<file path="src/rtl/core/assert_macros.svh">
// ----------------------------------------------------------------------------
// assert_macros
// Assertion macros shared by the RTL files.
// ----------------------------------------------------------------------------
// Each macro expects clk and rst_n in the scope where it is used.
`ifndef ASSERT_MACROS_SVH
`define ASSERT_MACROS_SVH

// Consequent must hold in the same cycle as the antecedent.
`define LCC_ASSERT_NOW(label, ante, cons) \
    label: assert property (@(posedge clk) disable iff (!rst_n) (ante) |-> (cons)) \
        else $error("assertion failed: same-cycle check");

// Consequent must hold in the cycle after the antecedent.
`define LCC_ASSERT_NEXT(label, ante, cons) \
    label: assert property (@(posedge clk) disable iff (!rst_n) (ante) |=> (cons)) \
        else $error("assertion failed: next-cycle check");

`endif

</file>
<file path="src/rtl/core/lcc_pkg.sv">
// ----------------------------------------------------------------------------
// lcc_pkg
// Types, constants and helper functions shared by the card number checker.
// ----------------------------------------------------------------------------
package lcc_pkg;

    localparam int CARD_W        = 54;
    localparam int BCD_DIGITS    = 17;
    localparam int BCD_W         = BCD_DIGITS * 4;
    localparam int BITS_PER_STEP = 2;
    localparam int CONV_STEPS    = CARD_W / BITS_PER_STEP;
    localparam int CNT_W         = 5;

    typedef logic [CNT_W-1:0]  cnt_t;
    typedef logic [3:0]        digit_t;
    typedef logic [BCD_W-1:0]  bcd_t;
    typedef logic [CARD_W-1:0] card_t;

    typedef enum logic [1:0] {
        VERDICT_INVALID = 2'd0,
        VERDICT_VISA    = 2'd1,
        VERDICT_AMEX    = 2'd2,
        VERDICT_MASTER  = 2'd3
    } verdict_t;

    typedef enum logic [1:0] {
        ST_IDLE,
        ST_CONVERT,
        ST_WALK,
        ST_FINISH
    } state_t;

    // Digit counts of the accepted card formats
    localparam cnt_t LEN_SHORT = cnt_t'(13);
    localparam cnt_t LEN_AMEX  = cnt_t'(15);
    localparam cnt_t LEN_LONG  = cnt_t'(16);

    // Leading digit values
    localparam digit_t LEAD_VISA    = 4'd4;
    localparam digit_t LEAD_AMEX_HI = 4'd3;
    localparam digit_t LEAD_AMEX_LA = 4'd4;
    localparam digit_t LEAD_AMEX_LB = 4'd7;
    localparam digit_t LEAD_MC_HI   = 4'd5;
    localparam digit_t LEAD_MC_LMIN = 4'd1;
    localparam digit_t LEAD_MC_LMAX = 4'd5;

    typedef struct packed {
        logic load;
        logic conv;
        logic shift;
    } dab_ctl_t;

    typedef struct packed {
        logic clear;
        logic step;
        cnt_t pos;
    } walk_ctl_t;

    typedef struct packed {
        cnt_t   count;
        digit_t lead_hi;
        digit_t lead_lo;
        logic   luhn_ok;
    } walk_stat_t;

    // One double-dabble bit: add 3 to every digit of 5 or more, then shift in b
    function automatic bcd_t dabble_bit(input bcd_t bcd, input logic b);
        bcd_t adj;
        adj = bcd;
        for (int i = 0; i < BCD_DIGITS; i++)
        begin
            if (adj[i*4 +: 4] >= 4'd5)
            begin
                adj[i*4 +: 4] = adj[i*4 +: 4] + 4'd3;
            end
        end
        return {adj[BCD_W-2:0], b};
    endfunction

    // Luhn contribution of one digit; doubled digits fold their tens back in
    function automatic digit_t luhn_term(input digit_t d, input logic dbl);
        logic [4:0] twice;
        twice = {d, 1'b0};
        if (!dbl)
        begin
            return d;
        end
        else if (d < 4'd5)
        begin
            return twice[3:0];
        end
        else
        begin
            return 4'(twice - 5'd9);
        end
    endfunction

endpackage

</file>
<file path="src/rtl/core/card_number_luhn_classifier_top.sv">
// ----------------------------------------------------------------------------
// card_number_luhn_classifier_top
// Luhn mod-10 check and card class decode of one binary card number.
//
//   channel | signals                         | direction
//   --------+---------------------------------+----------
//   request | in_valid, in_stall, card_number | in
//   result  | out_valid, out_stall, verdict   | out
//
// After the accepting edge: 27 conversion steps of the shift-add-3 unit
// (two bits each), 17 digit walk steps, then 1 classify that sets out_valid.
// The block takes no new request until that classify step is done.
// in_stall is low only while idle. A waiting result does not block the next
// request; its classify step holds until the output register is free.
// Reset clears the sequencer and the output valid.
// ----------------------------------------------------------------------------
`include "assert_macros.svh"

module card_number_luhn_classifier_top
(
    input  logic                        clk,
    input  logic                        rst_n,
    input  logic                        in_valid,
    output logic                        in_stall,
    input  logic [lcc_pkg::CARD_W-1:0]  card_number,
    output logic                        out_valid,
    input  logic                        out_stall,
    output logic [1:0]                  verdict
);

    localparam lcc_pkg::cnt_t CONV_LAST = lcc_pkg::cnt_t'(lcc_pkg::CONV_STEPS - 1);
    localparam lcc_pkg::cnt_t WALK_LAST = lcc_pkg::cnt_t'(lcc_pkg::BCD_DIGITS - 1);

    lcc_pkg::state_t     state_reg;
    lcc_pkg::state_t     state_next;
    lcc_pkg::cnt_t       cnt_reg;
    lcc_pkg::cnt_t       cnt_next;
    logic                out_valid_reg;
    logic                out_valid_next;
    lcc_pkg::verdict_t   verdict_reg;
    lcc_pkg::verdict_t   verdict_next;
    lcc_pkg::verdict_t   verdict_calc;
    lcc_pkg::dab_ctl_t   dab_ctl;
    lcc_pkg::walk_ctl_t  walk_ctl;
    lcc_pkg::walk_stat_t stat;
    lcc_pkg::digit_t     digit;
    logic                accept;
    logic                out_free;
    logic                out_write;
    logic                len_ok;

    assign accept   = in_valid && !in_stall;
    assign out_free = !out_valid_reg || !out_stall;

    lcc_dabble u_dabble
    (
        .clk         (clk),
        .ctl         (dab_ctl),
        .card_number (card_number),
        .digit       (digit)
    );

    lcc_walk u_walk
    (
        .clk   (clk),
        .rst_n (rst_n),
        .ctl   (walk_ctl),
        .digit (digit),
        .stat  (stat)
    );

    // next state
    always_comb
    begin
        state_next = state_reg;
        case (state_reg)
            lcc_pkg::ST_IDLE:
            begin
                if (in_valid)
                begin
                    state_next = lcc_pkg::ST_CONVERT;
                end
            end
            lcc_pkg::ST_CONVERT:
            begin
                if (cnt_reg == CONV_LAST)
                begin
                    state_next = lcc_pkg::ST_WALK;
                end
            end
            lcc_pkg::ST_WALK:
            begin
                if (cnt_reg == WALK_LAST)
                begin
                    state_next = lcc_pkg::ST_FINISH;
                end
            end
            lcc_pkg::ST_FINISH:
            begin
                if (out_free)
                begin
                    state_next = lcc_pkg::ST_IDLE;
                end
            end
            default:
            begin
                state_next = lcc_pkg::ST_IDLE;
            end
        endcase
    end

    // outputs of the sequencer
    always_comb
    begin
        in_stall       = 1'b1;
        dab_ctl        = '0;
        walk_ctl.clear = 1'b0;
        walk_ctl.step  = 1'b0;
        walk_ctl.pos   = cnt_reg;
        cnt_next       = cnt_reg;
        out_write      = 1'b0;
        case (state_reg)
            lcc_pkg::ST_IDLE:
            begin
                in_stall       = 1'b0;
                dab_ctl.load   = in_valid;
                walk_ctl.clear = in_valid;
                cnt_next       = '0;
            end
            lcc_pkg::ST_CONVERT:
            begin
                dab_ctl.conv = 1'b1;
                cnt_next     = (cnt_reg == CONV_LAST) ? '0 : cnt_reg + lcc_pkg::cnt_t'(1);
            end
            lcc_pkg::ST_WALK:
            begin
                dab_ctl.shift = 1'b1;
                walk_ctl.step = 1'b1;
                cnt_next      = cnt_reg + lcc_pkg::cnt_t'(1);
            end
            lcc_pkg::ST_FINISH:
            begin
                out_write = out_free;
                cnt_next  = '0;
            end
            default:
            begin
                cnt_next = '0;
            end
        endcase
    end

    // class decode from count, leading pair and Luhn sum
    always_comb
    begin
        verdict_calc = lcc_pkg::VERDICT_INVALID;
        if (stat.luhn_ok)
        begin
            if (stat.count == lcc_pkg::LEN_SHORT)
            begin
                if (stat.lead_hi == lcc_pkg::LEAD_VISA)
                begin
                    verdict_calc = lcc_pkg::VERDICT_VISA;
                end
            end
            else if (stat.count == lcc_pkg::LEN_AMEX)
            begin
                if (stat.lead_hi == lcc_pkg::LEAD_AMEX_HI
                    && (stat.lead_lo == lcc_pkg::LEAD_AMEX_LA
                        || stat.lead_lo == lcc_pkg::LEAD_AMEX_LB))
                begin
                    verdict_calc = lcc_pkg::VERDICT_AMEX;
                end
            end
            else if (stat.count == lcc_pkg::LEN_LONG)
            begin
                if (stat.lead_hi == lcc_pkg::LEAD_MC_HI
                    && stat.lead_lo >= lcc_pkg::LEAD_MC_LMIN
                    && stat.lead_lo <= lcc_pkg::LEAD_MC_LMAX)
                begin
                    verdict_calc = lcc_pkg::VERDICT_MASTER;
                end
                else if (stat.lead_hi == lcc_pkg::LEAD_VISA)
                begin
                    verdict_calc = lcc_pkg::VERDICT_VISA;
                end
            end
        end
    end

    assign len_ok = (stat.count == lcc_pkg::LEN_SHORT)
                    || (stat.count == lcc_pkg::LEN_AMEX)
                    || (stat.count == lcc_pkg::LEN_LONG);

    always_comb
    begin
        out_valid_next = out_valid_reg;
        verdict_next   = verdict_reg;
        if (out_write)
        begin
            out_valid_next = 1'b1;
            verdict_next   = verdict_calc;
        end
        else if (!out_stall)
        begin
            out_valid_next = 1'b0;
        end
    end

    always_ff @(posedge clk or negedge rst_n)
    begin
        if (!rst_n)
        begin
            state_reg     <= lcc_pkg::ST_IDLE;
            cnt_reg       <= '0;
            out_valid_reg <= 1'b0;
        end
        else
        begin
            state_reg     <= state_next;
            cnt_reg       <= cnt_next;
            out_valid_reg <= out_valid_next;
        end
    end

    always_ff @(posedge clk)
    begin
        verdict_reg <= verdict_next;
    end

    assign out_valid = out_valid_reg;
    assign verdict   = verdict_reg;

    `LCC_ASSERT_NEXT(a_accept_starts_convert, accept, state_reg == lcc_pkg::ST_CONVERT)
    `LCC_ASSERT_NOW(a_walk_in_range, state_reg == lcc_pkg::ST_WALK, cnt_reg <= WALK_LAST)
    `LCC_ASSERT_NOW(a_class_needs_length, out_write && verdict_calc != 2'd0, len_ok)

endmodule

</file>
<file path="src/rtl/core/lcc_dabble.sv">
// ----------------------------------------------------------------------------
// lcc_dabble
// Shared shift-add-3 unit: converts the card number to BCD two bits per
// cycle, then shifts the BCD word down one digit per cycle for the walk.
// ----------------------------------------------------------------------------
module lcc_dabble
(
    input  logic             clk,
    input  lcc_pkg::dab_ctl_t ctl,
    input  lcc_pkg::card_t   card_number,
    output lcc_pkg::digit_t  digit
);

    lcc_pkg::card_t bin_reg;
    lcc_pkg::card_t bin_next;
    lcc_pkg::bcd_t  bcd_reg;
    lcc_pkg::bcd_t  bcd_next;
    lcc_pkg::bcd_t  bcd_half;

    always_comb
    begin
        bin_next = bin_reg;
        bcd_next = bcd_reg;
        bcd_half = lcc_pkg::dabble_bit(bcd_reg, bin_reg[lcc_pkg::CARD_W-1]);
        if (ctl.load)
        begin
            bin_next = card_number;
            bcd_next = '0;
        end
        else if (ctl.conv)
        begin
            bcd_next = lcc_pkg::dabble_bit(bcd_half, bin_reg[lcc_pkg::CARD_W-2]);
            bin_next = {bin_reg[lcc_pkg::CARD_W-3:0], 2'b00};
        end
        else if (ctl.shift)
        begin
            // drop the digit just consumed
            bcd_next = {4'd0, bcd_reg[lcc_pkg::BCD_W-1:4]};
        end
    end

    always_ff @(posedge clk)
    begin
        bin_reg <= bin_next;
        bcd_reg <= bcd_next;
    end

    assign digit = bcd_reg[3:0];

endmodule

</file>
<file path="src/rtl/core/lcc_walk.sv">
// ----------------------------------------------------------------------------
// lcc_walk
// Digit walk: counts significant digits, keeps the two leading digits and
// accumulates the Luhn sum modulo ten, one digit per cycle.
// ----------------------------------------------------------------------------
`include "assert_macros.svh"

module lcc_walk
(
    input  logic                 clk,
    input  logic                 rst_n,
    input  lcc_pkg::walk_ctl_t   ctl,
    input  lcc_pkg::digit_t      digit,
    output lcc_pkg::walk_stat_t  stat
);

    lcc_pkg::cnt_t   count_reg;
    lcc_pkg::cnt_t   count_next;
    lcc_pkg::digit_t lead_hi_reg;
    lcc_pkg::digit_t lead_hi_next;
    lcc_pkg::digit_t lead_lo_reg;
    lcc_pkg::digit_t lead_lo_next;
    lcc_pkg::digit_t prev_reg;
    lcc_pkg::digit_t prev_next;
    lcc_pkg::digit_t total_reg;
    lcc_pkg::digit_t total_next;
    lcc_pkg::digit_t term;
    logic [4:0]      sum;

    always_comb
    begin
        // positions count from one, so an odd index is an even position
        term         = lcc_pkg::luhn_term(digit, ctl.pos[0]);
        sum          = {1'b0, total_reg} + {1'b0, term};
        count_next   = count_reg;
        lead_hi_next = lead_hi_reg;
        lead_lo_next = lead_lo_reg;
        prev_next    = prev_reg;
        total_next   = total_reg;
        if (ctl.clear)
        begin
            count_next   = '0;
            lead_hi_next = '0;
            lead_lo_next = '0;
            prev_next    = '0;
            total_next   = '0;
        end
        else if (ctl.step)
        begin
            prev_next  = digit;
            total_next = (sum >= 5'd10) ? 4'(sum - 5'd10) : sum[3:0];
            if (digit != 4'd0)
            begin
                count_next   = ctl.pos + lcc_pkg::cnt_t'(1);
                lead_hi_next = digit;
                lead_lo_next = prev_reg;
            end
        end
    end

    always_ff @(posedge clk or negedge rst_n)
    begin
        if (!rst_n)
        begin
            count_reg   <= '0;
            lead_hi_reg <= '0;
            lead_lo_reg <= '0;
            prev_reg    <= '0;
            total_reg   <= '0;
        end
        else
        begin
            count_reg   <= count_next;
            lead_hi_reg <= lead_hi_next;
            lead_lo_reg <= lead_lo_next;
            prev_reg    <= prev_next;
            total_reg   <= total_next;
        end
    end

    assign stat.count   = count_reg;
    assign stat.lead_hi = lead_hi_reg;
    assign stat.lead_lo = lead_lo_reg;
    assign stat.luhn_ok = (total_reg == 4'd0);

    `LCC_ASSERT_NOW(a_total_mod_ten, 1'b1, total_reg < 4'd10)
    `LCC_ASSERT_NEXT(a_count_follows_pos, ctl.step && !ctl.clear && digit != 4'd0, count_reg != '0)

endmodule
</file>
<file path="config.mk">
export PLATFORM = sky130hd
export DESIGN_NAME = card_number_luhn_classifier_top
export DESIGN_NICKNAME = d
export VERILOG_FILES = /design/src/rtl/core/lcc_pkg.sv /design/src/rtl/core/card_number_luhn_classifier_top.sv /design/src/rtl/core/lcc_dabble.sv /design/src/rtl/core/lcc_walk.sv
export VERILOG_INCLUDE_DIRS = /design/src /design/src/rtl/core
export SDC_FILE = /design/constraint.sdc
export NUM_CORES = 1
export LEC_CHECK = 0
export BUFFER_PORTS_ARGS = -buffer_cell sky130_fd_sc_hd__buf_2
export CORE_ASPECT_RATIO = 0.8
export CORE_MARGIN = 4
export CORE_UTILIZATION = 35
export DETAILED_ROUTE_END_ITERATION = 16
export PLACE_DENSITY = 0.62
export REMOVE_ABC_BUFFERS = 1
export SYNTH_ARGS = -nofsm -noshare
export SYNTH_HDL_FRONTEND = slang
export SYNTH_SLANG_ARGS = --single-unit
</file>
<file path="constraint.sdc">
create_clock -name clk -period 4.31 [get_ports clk]
set_input_delay 0.6465 -clock clk [delete_from_list [all_inputs] [get_ports clk]]
set_output_delay 0.6465 -clock clk [all_outputs]
set_load 0.01 [all_outputs]
</file>
==> results of run 1 <==
Yosys cell counts (all sizes together), types with 2 or more instances:
| library cell | count | share of area, % |
|---|---|---|
| a211oi | 10 | 0.78 |
| nand2b | 36 | 2.2 |
| nor4 | 17 | 1.0 |
| nor2b | 20 | 1.2 |
| mux2 | 32 | 3.5 |
| or3 | 31 | 1.9 |
| a21oi | 84 | 4.6 |
| xnor2 | 36 | 3.1 |
| a311o | 10 | 0.97 |
| ha | 83 | 10 |
| a21boi | 2 | 0.15 |
| xor2 | 4 | 0.34 |
| nor3 | 6 | 0.29 |
| nand2 | 223 | 8.2 |
| o211ai | 16 | 1.2 |
| and2 | 4 | 0.24 |
| dfxtp | 68 | 13 |
| o21ai | 66 | 3.2 |
| nand3b | 2 | 0.15 |
| nand3 | 8 | 0.39 |
| and3 | 3 | 0.18 |
| buf | 10 | 0.51 |
| inv | 79 | 2.9 |
| a31o | 17 | 1.4 |
| clkbuf | 49 | 2.5 |
| edfxtp | 56 | 16 |
| dfrtp | 29 | 7.1 |
| a21bo | 14 | 1.4 |
| a311oi | 16 | 1.4 |
| nor2 | 51 | 1.9 |
| mux2i | 35 | 3.4 |
| nand4b | 2 | 0.17 |
| a31oi | 16 | 0.97 |
| o31ai | 2 | 0.15 |
| nor3b | 21 | 1.5 |
| o22ai | 5 | 0.30 |
kinds of logic after synthesis:
logic type	Yosys count	share of synthesized area, %
buf+inv	138	5.86
compound gates	267	17.3
simple gates	427	19.6
xor+xnor	40	3.40
fa+ha+maj	84	10.3
mux	67	6.91
flops	153	36.6
worst max-delay path: cells and delay by family, from the launching register on:
kind	cells	cell delay (ps)
DFF	1	530
and+or+nand+nor	3	440
xor gates and xnor gates	2	360
adders and majority gates	3	970
AOI/OAI and AO/OA	5	850
buffers and inverters	3	260
final timing paths:
kind | start | end | slack, ps | cells after the start
min in group clk | out_stall | out_valid | 460 | 2
hold reg to reg | u_dabble.bcd_reg[65] | u_dabble.bcd_reg[65] | 460 | 2
setup reg to reg | u_dabble.bcd_reg[0] | u_walk.total_reg[1] | 800 | 16
max in group asynchronous | rst_n | u_walk.total_reg[3] | 3630 | 1
hold / removal | rst_n | state_reg[1] | 250 | 1
setup / recovery | u_dabble.bcd_reg[0] | u_walk.total_reg[1] | 800 | 16
stage by stage:
step | std cells | area, µm² | setup slack [ps]
finish | 1588 | 11400 | 803
CTS | 1588 | 11400 | 823
detailed placement | 1556 | 10800 | 855
global route | 1588 | 11400 | 563
global placement | 1556 | 10800 | 960
floorplan | 1117 | 9980 | -2.14
routing by layer:
metal	share of wire, %	wire length, µm
met3	2.7	627
met5	0	0
met2	45	10200
met1	52	11900
met4	1.1	243
cell type report:
| cell class | count | area [µm²] |
|---|---|---|
| Inverter | 79 | 297 |
| Tap cell | 370 | 463 |
| Clock inverter | 10 | 95.1 |
| Sequential cell | 153 | 3770 |
| Fill cell | 2873 | 17300 |
| Clock buffer | 22 | 454 |
| Multi-Input combinational cell | 885 | 5930 |
| Timing Repair Buffer | 69 | 365 |
==> flow_metrics.env, run 1 <==
export IMPL_chipHeight_um=161
export IMPL_drtIter0Drc=393
export IMPL_critical_path_endpoint_type="register"
export IMPL_min_period_over_period_pct=81.4
export IMPL_post_cts_repair_setup_buffers=0
export IMPL_drt_vias_per_instance=5.17
export IMPL_final_nets=1347
export IMPL_finalWirelength_mm=23.0
export IMPL_worst_margin_pin_slew_ps=1040
export IMPL_netlist_area_mm2=0.0103
export IMPL_timing_clock_skew_ps=10.6
export IMPL_timing_fmax_mhz=285
export IMPL_maxSlewHeadroom_pct=30.6
export IMPL_finalWeightedCongestion=0.814
export IMPL_detail_route_wl_per_cell_um=14.5
export IMPL_grt_max_degree=74
export IMPL_cts_root_buf="clkbuf_16"
export IMPL_setup_tns_final_ps=0
export IMPL_fin_crit_ps=3510
export IMPL_hpwlAfterDp_mm=15.0
export IMPL_busiest_layer="met2"
export IMPL_async_flop_share_pct=19.0
export IMPL_detailed_routing_iterations_pass_1=5
export IMPL_final_cell_mix="nand2_1 (220), ha_1 (82), inv_1 (78)"
export IMPL_tritoncts="built"
export IMPL_flip_flop_count_of_the_largest_register_after_layout=68
export IMPL_total_number_of_vias=8215
export IMPL_synth_area_per_cell_um2=8.75
export IMPL_maxCapViolations=0
export IMPL_crit_fanout=9
export IMPL_met3_usage_pct=2.57
export IMPL_ctsLongestPathBuffers=2
export IMPL_post_cts_resized_instances=0
export IMPL_initial_utilization_pct=35.9
export IMPL_timing_setup_critical_path_class="reg -> reg"
export IMPL_h_tree_depth=4
export IMPL_port_buffers=61
export IMPL_diodes=0
export IMPL_number_of_global_route_vias_before_repair=7954
export IMPL_final_max_slew_viol_count=0
export IMPL_synth_lib_cells_used_distinct=61
export IMPL_cp_slowest_stage_delay_ps=530
export IMPL_drive_gt1_share_pct=13.1
export IMPL_finalSetupViolCount=0
export IMPL_antenna_found_initial=0
export IMPL_cts_hold_buffers_added=0
export IMPL_clk_insertion_delay_late_ps=430
export IMPL_finalCoreUtilization_pct=39.7
export IMPL_groute_usage_overall_pct=14.4
export IMPL_outcome="completed"
export IMPL_ys_flop_type="dfxtp_1"
export IMPL_drc=0
export IMPL_crit_path_start_kind="register"
export IMPL_finalHoldWorstSlack_ps=248
export IMPL_global_route_wire_length_before_repair_mm=38.8
export IMPL_crit_path_top_delay_cell="dfxtp_1"
export IMPL_arrival_ps=3850
export IMPL_finalHoldViolations=0
export IMPL_sequence_of_cells_on_the_critical_path="inv_1 -> ha_1 -> inv_1 -> a21oi_1 -> xnor2_1 -> nand2_1 -> o21ai_0 -> fa_1 -> xor2_1 -> inv_1 -> ha_1 -> o31a_1 -> o21ai_1 -> a211o_1 -> and3_1 -> nor3_1"
export IMPL_globalRoute_totalOverflow=0
export IMPL_final_common_cell="nand2_1"
export IMPL_cts_reportedPaths_clkPinSlew_ps=60
export IMPL_fp_coreArea_mm2=0.0286
export IMPL_cp_common_cell="inv_1"
export IMPL_unrepaired_setup_endpoints_after_global_routing="no"
export IMPL_grt_use_met1_pct=20.5
export IMPL_grt_met2_usage_pct=22.4
export IMPL_worstHoldPathType="in -> async"
export IMPL_yosysWarningCount=0
export IMPL_die_area_mm2=0.0322
export IMPL_die_width_um=200
export IMPL_tritoncts_num_buffers=17
export IMPL_clock_sinks=153
export IMPL_std_cell_rows=55
export IMPL_area_growth_synth_to_final_pct=10.6
export IMPL_post_synth_edffs=56
export IMPL_cp_data_required_time_ps=4650
export IMPL_ys_ff_latch=153
export IMPL_boundaryPins=62
export IMPL_yosysSeqAreaShare_pct=36.6
export IMPL_post_synth_inst_count=1176
export IMPL_postRouteAntennaNets=0
Power of run 1 is left out: the tool's default activity adds up to more than one toggle a clock period on the data nets, which glitch-free logic cannot reach.
==> inputs of run 2 (changes only) <==
Settings changed: ABC_AREA set to 1, PLACE_DENSITY 0.62 to 0.64.
Clock period 4.31 ns to 2.9 ns, I/O delays scaled along.
==> run 2 against run 1 <==
  * Global-route usage is 0.77 points higher
  * Clock skew is 0.74 ps lower
  * Worst setup slack worse by 540 ps
  * Maximum frequency is 33% higher
  * Final area is 3.6% higher
  * Sequential cell count stayed put
  * Largest cell class unchanged
  * Highest routed layer is now met5
==> flow_metrics.env, run 2 <==
export IMPL_total_number_of_vias=9711
export IMPL_drtIter0Drc=630
export IMPL_tritoncts_num_buffers=17
export IMPL_postLayoutSetupSlackWorst_ps=259
export IMPL_arrival_ps=2980
export IMPL_yosysWarningCount=0
export IMPL_drt_vias_per_instance=5.01
export IMPL_maxCapViolations=0
export IMPL_port_buffers=61
export IMPL_final_nets=1690
export IMPL_busiest_layer="met2"
export IMPL_fp_coreArea_mm2=0.0294
export IMPL_r2r_slack_ps=260
export IMPL_detailed_routing_iterations_pass_1=6
export IMPL_fin_crit_ps=2640
export IMPL_boundaryPins=62
export IMPL_place_inst=1906
export IMPL_timing_fmax_mhz=379
export IMPL_die_width_um=202
export IMPL_min_period_over_period_pct=91.1
export IMPL_h_tree_depth=4
export IMPL_crit_path_start_kind="register"
export IMPL_sequence_of_cells_on_the_critical_path="inv_1 -> ha_1 -> inv_1 -> nand2_1 -> nand2_1 -> inv_1 -> nand2_1 -> nand3_1 -> o21ai_0 -> fa_2 -> inv_1 -> ha_1 -> inv_1 -> nor2_1 -> o21ai_2 -> nand2_1 -> nand2_1 -> o21ai_0"
export IMPL_finalSetupViolCount=0
export IMPL_clk_insertion_delay_late_ps=430
export IMPL_finalCoreUtilization_pct=40.0
export IMPL_final_common_cell="nand2_1"
export IMPL_timing_clock_skew_ps=9.85
export IMPL_synth_lib_cells_used_distinct=38
export IMPL_grt_use_met1_pct=21.9
export IMPL_pwr_per_cell_area_mw_per_mm2=1340
export IMPL_post_synth_top_area_cell="nand2_1"
export IMPL_flip_flop_count_of_the_largest_register_after_layout=68
export IMPL_die_area_mm2=0.0328
export IMPL_crit_path_top_delay_cell="fa_2"
export IMPL_cts_root_buf="clkbuf_16"
export IMPL_cts_reportedPaths_clkPinSlew_ps=60
export IMPL_synth_top_cells_by_area="nand2_1 (18%), edfxtp_1 (16%), dfxtp_1 (13%)"
export IMPL_worstHoldPathType="in -> async"
export IMPL_ys_flop_type="dfxtp_1"
export IMPL_cp_data_required_time_ps=3240
export IMPL_number_of_global_route_vias_before_repair=8947
export IMPL_chipHeight_um=163
export IMPL_finalWeightedCongestion=0.826
export IMPL_globalRoute_totalOverflow=0
export IMPL_maxSlewHeadroom_pct=50.4
export IMPL_antenna_found_initial=3
export IMPL_global_route_wire_length_before_repair_mm=42.4
export IMPL_ys_ff_latch=153
export IMPL_groute_usage_overall_pct=15.2
export IMPL_drc=0
export IMPL_hpwlAfterDp_mm=17.3
export IMPL_netlist_area_mm2=0.0105
export IMPL_post_synth_edffs=56
export IMPL_postRouteAntennaNets=0
export IMPL_synthMostInstantiatedCell="nand2_1"
export IMPL_area_growth_synth_to_final_pct=12.2
export IMPL_initial_utilization_pct=35.7
export IMPL_post_layout_total_power_mw=15.8
export IMPL_met3_usage_pct=3.52
export IMPL_grt_met2_usage_pct=23.4
export IMPL_grt_max_degree=67
export IMPL_worst_margin_pin_slew_ps=745
export IMPL_async_flop_share_pct=19.0
export IMPL_unrepaired_setup_endpoints_after_global_routing="no"
export IMPL_timing_setup_critical_path_class="reg -> reg"
export IMPL_post_cts_repair_setup_buffers=0
export IMPL_post_synth_inst_count=1504
export IMPL_cp_slowest_stage_delay_ps=560
export IMPL_final_max_slew_viol_count=0
export IMPL_ir_worst_vdd_mv=0.514
export IMPL_yosysSeqAreaShare_pct=35.9
export IMPL_tritoncts="built"
export IMPL_critical_path_endpoint_type="register"
export IMPL_std_cell_rows=56
export IMPL_detail_route_wl_per_cell_um=12.9
export IMPL_drive_gt1_share_pct=9.35
export IMPL_cellLeakagePower_nw=5.69
export IMPL_crit_fanout=4
export IMPL_outcome="completed"
export IMPL_clock_sinks=153
export IMPL_ctsLongestPathBuffers=2
export IMPL_synth_top_area_share_pct=17.8
export IMPL_synthTopCellsByCount="nand2_1 (497), inv_1 (155), o21ai_0 (130)"
export IMPL_dp_slack_ps=-8.06
export IMPL_final_cell_mix="nand2_1 (496), inv_1 (154), o21ai_0 (129)"
export IMPL_finalHoldViolations=0
export IMPL_number_of_non_filler_instances_in_the_completed_layout=1938
export IMPL_finalWirelength_mm=25.0
export IMPL_diodes=0
export IMPL_synth_area_per_cell_um2=6.98
[run 2: cell types whose count changed in the layout (fill, tap and decap cells not counted), moves of 55 or more]
cell,before,now
a21oi_1,69,124
inv_1,78,154
nand2_1,220,496
nand3_1,8,86
o21ai_0,31,129
[run 2: path summary, 6_finish.rpt]
path	start	to	depth (start not counted)
min reg2reg	u_dabble.bcd_reg[65]	u_dabble.bcd_reg[65]	2
max	u_dabble.bcd_reg[0]	u_walk.total_reg[1]	18
min	rst_n	u_walk.prev_reg[2]	1
min in group clk	out_stall	out_valid	3
max in group asynchronous	rst_n	cnt_reg[1]	1
max reg2reg	u_dabble.bcd_reg[0]	u_walk.total_reg[1]	18
[run 2: per-layer routing]
layer  part of all wire [%]  wire length (µm)
met5                   0.14                34
met4                   0.70               176
met3                    5.7              1440
met2                     42             10400
met1                     52             13000
[run 2: timing repair]
action / in CTS / in global routing
cloned: 0 / 0
hold endpoints to repair: 0 / 0
setup endpoints to repair: 2 / 3
resized for setup: 1 / 3
hold buffers: 0 / 0
pin swaps: 0 / 2
[run 2: power breakdown]
group	total (mW)	internal [mW]	leakage [nW]	switching, mW
logic	9.90	3.46	3.92	6.44
clock network	2.13	1.25	0.267	0.882
registers	3.81	3.14	1.50	0.661
[run 2: critical path, delay by kind of cell (launching register included)]
kind | cells | cell delay, ps
adder cells (fa/ha/maj) | 3 | 930
AND/OR/NAND/NOR | 7 | 540
AO/OA/AOI/OAI | 3 | 390
flip-flops | 1 | 370
buffers and inverters | 5 | 320
[run 2: area by class of cell]
class / count / area, µm²
Fill cell: 2996 / 17600
Multi-Input combinational cell: 1137 / 5930
Sequential cell: 153 / 3770
Inverter: 164 / 616
Tap cell: 377 / 472
Timing Repair Buffer: 75 / 448
Clock buffer: 20 / 437
Clock inverter: 12 / 108
[run 2: cell families after synthesis]
| group | after synthesis | share of synthesized area, % |
|---|---|---|
| buffers and inverters | 214 | 7.82 |
| adders and majority gates | 84 | 10.1 |
| xor gates and xnor gates | 5 | 0.417 |
| DFF | 153 | 35.9 |
| AOI/OAI and AO/OA | 308 | 15.7 |
| and+or+nand+nor | 740 | 30.1 |
[run 2: stage by stage]
stage,hold slack [ps],setup TNS [ps],instance area (µm²)
floorplan,139,-124070,10300
global placement,454,0,11200
detailed placement,459,-15.8,11200
CTS,47.4,0,11800
global route,73.6,0,11800
finish,32.1,0,11800
Power figures use the tool's default switching activity.
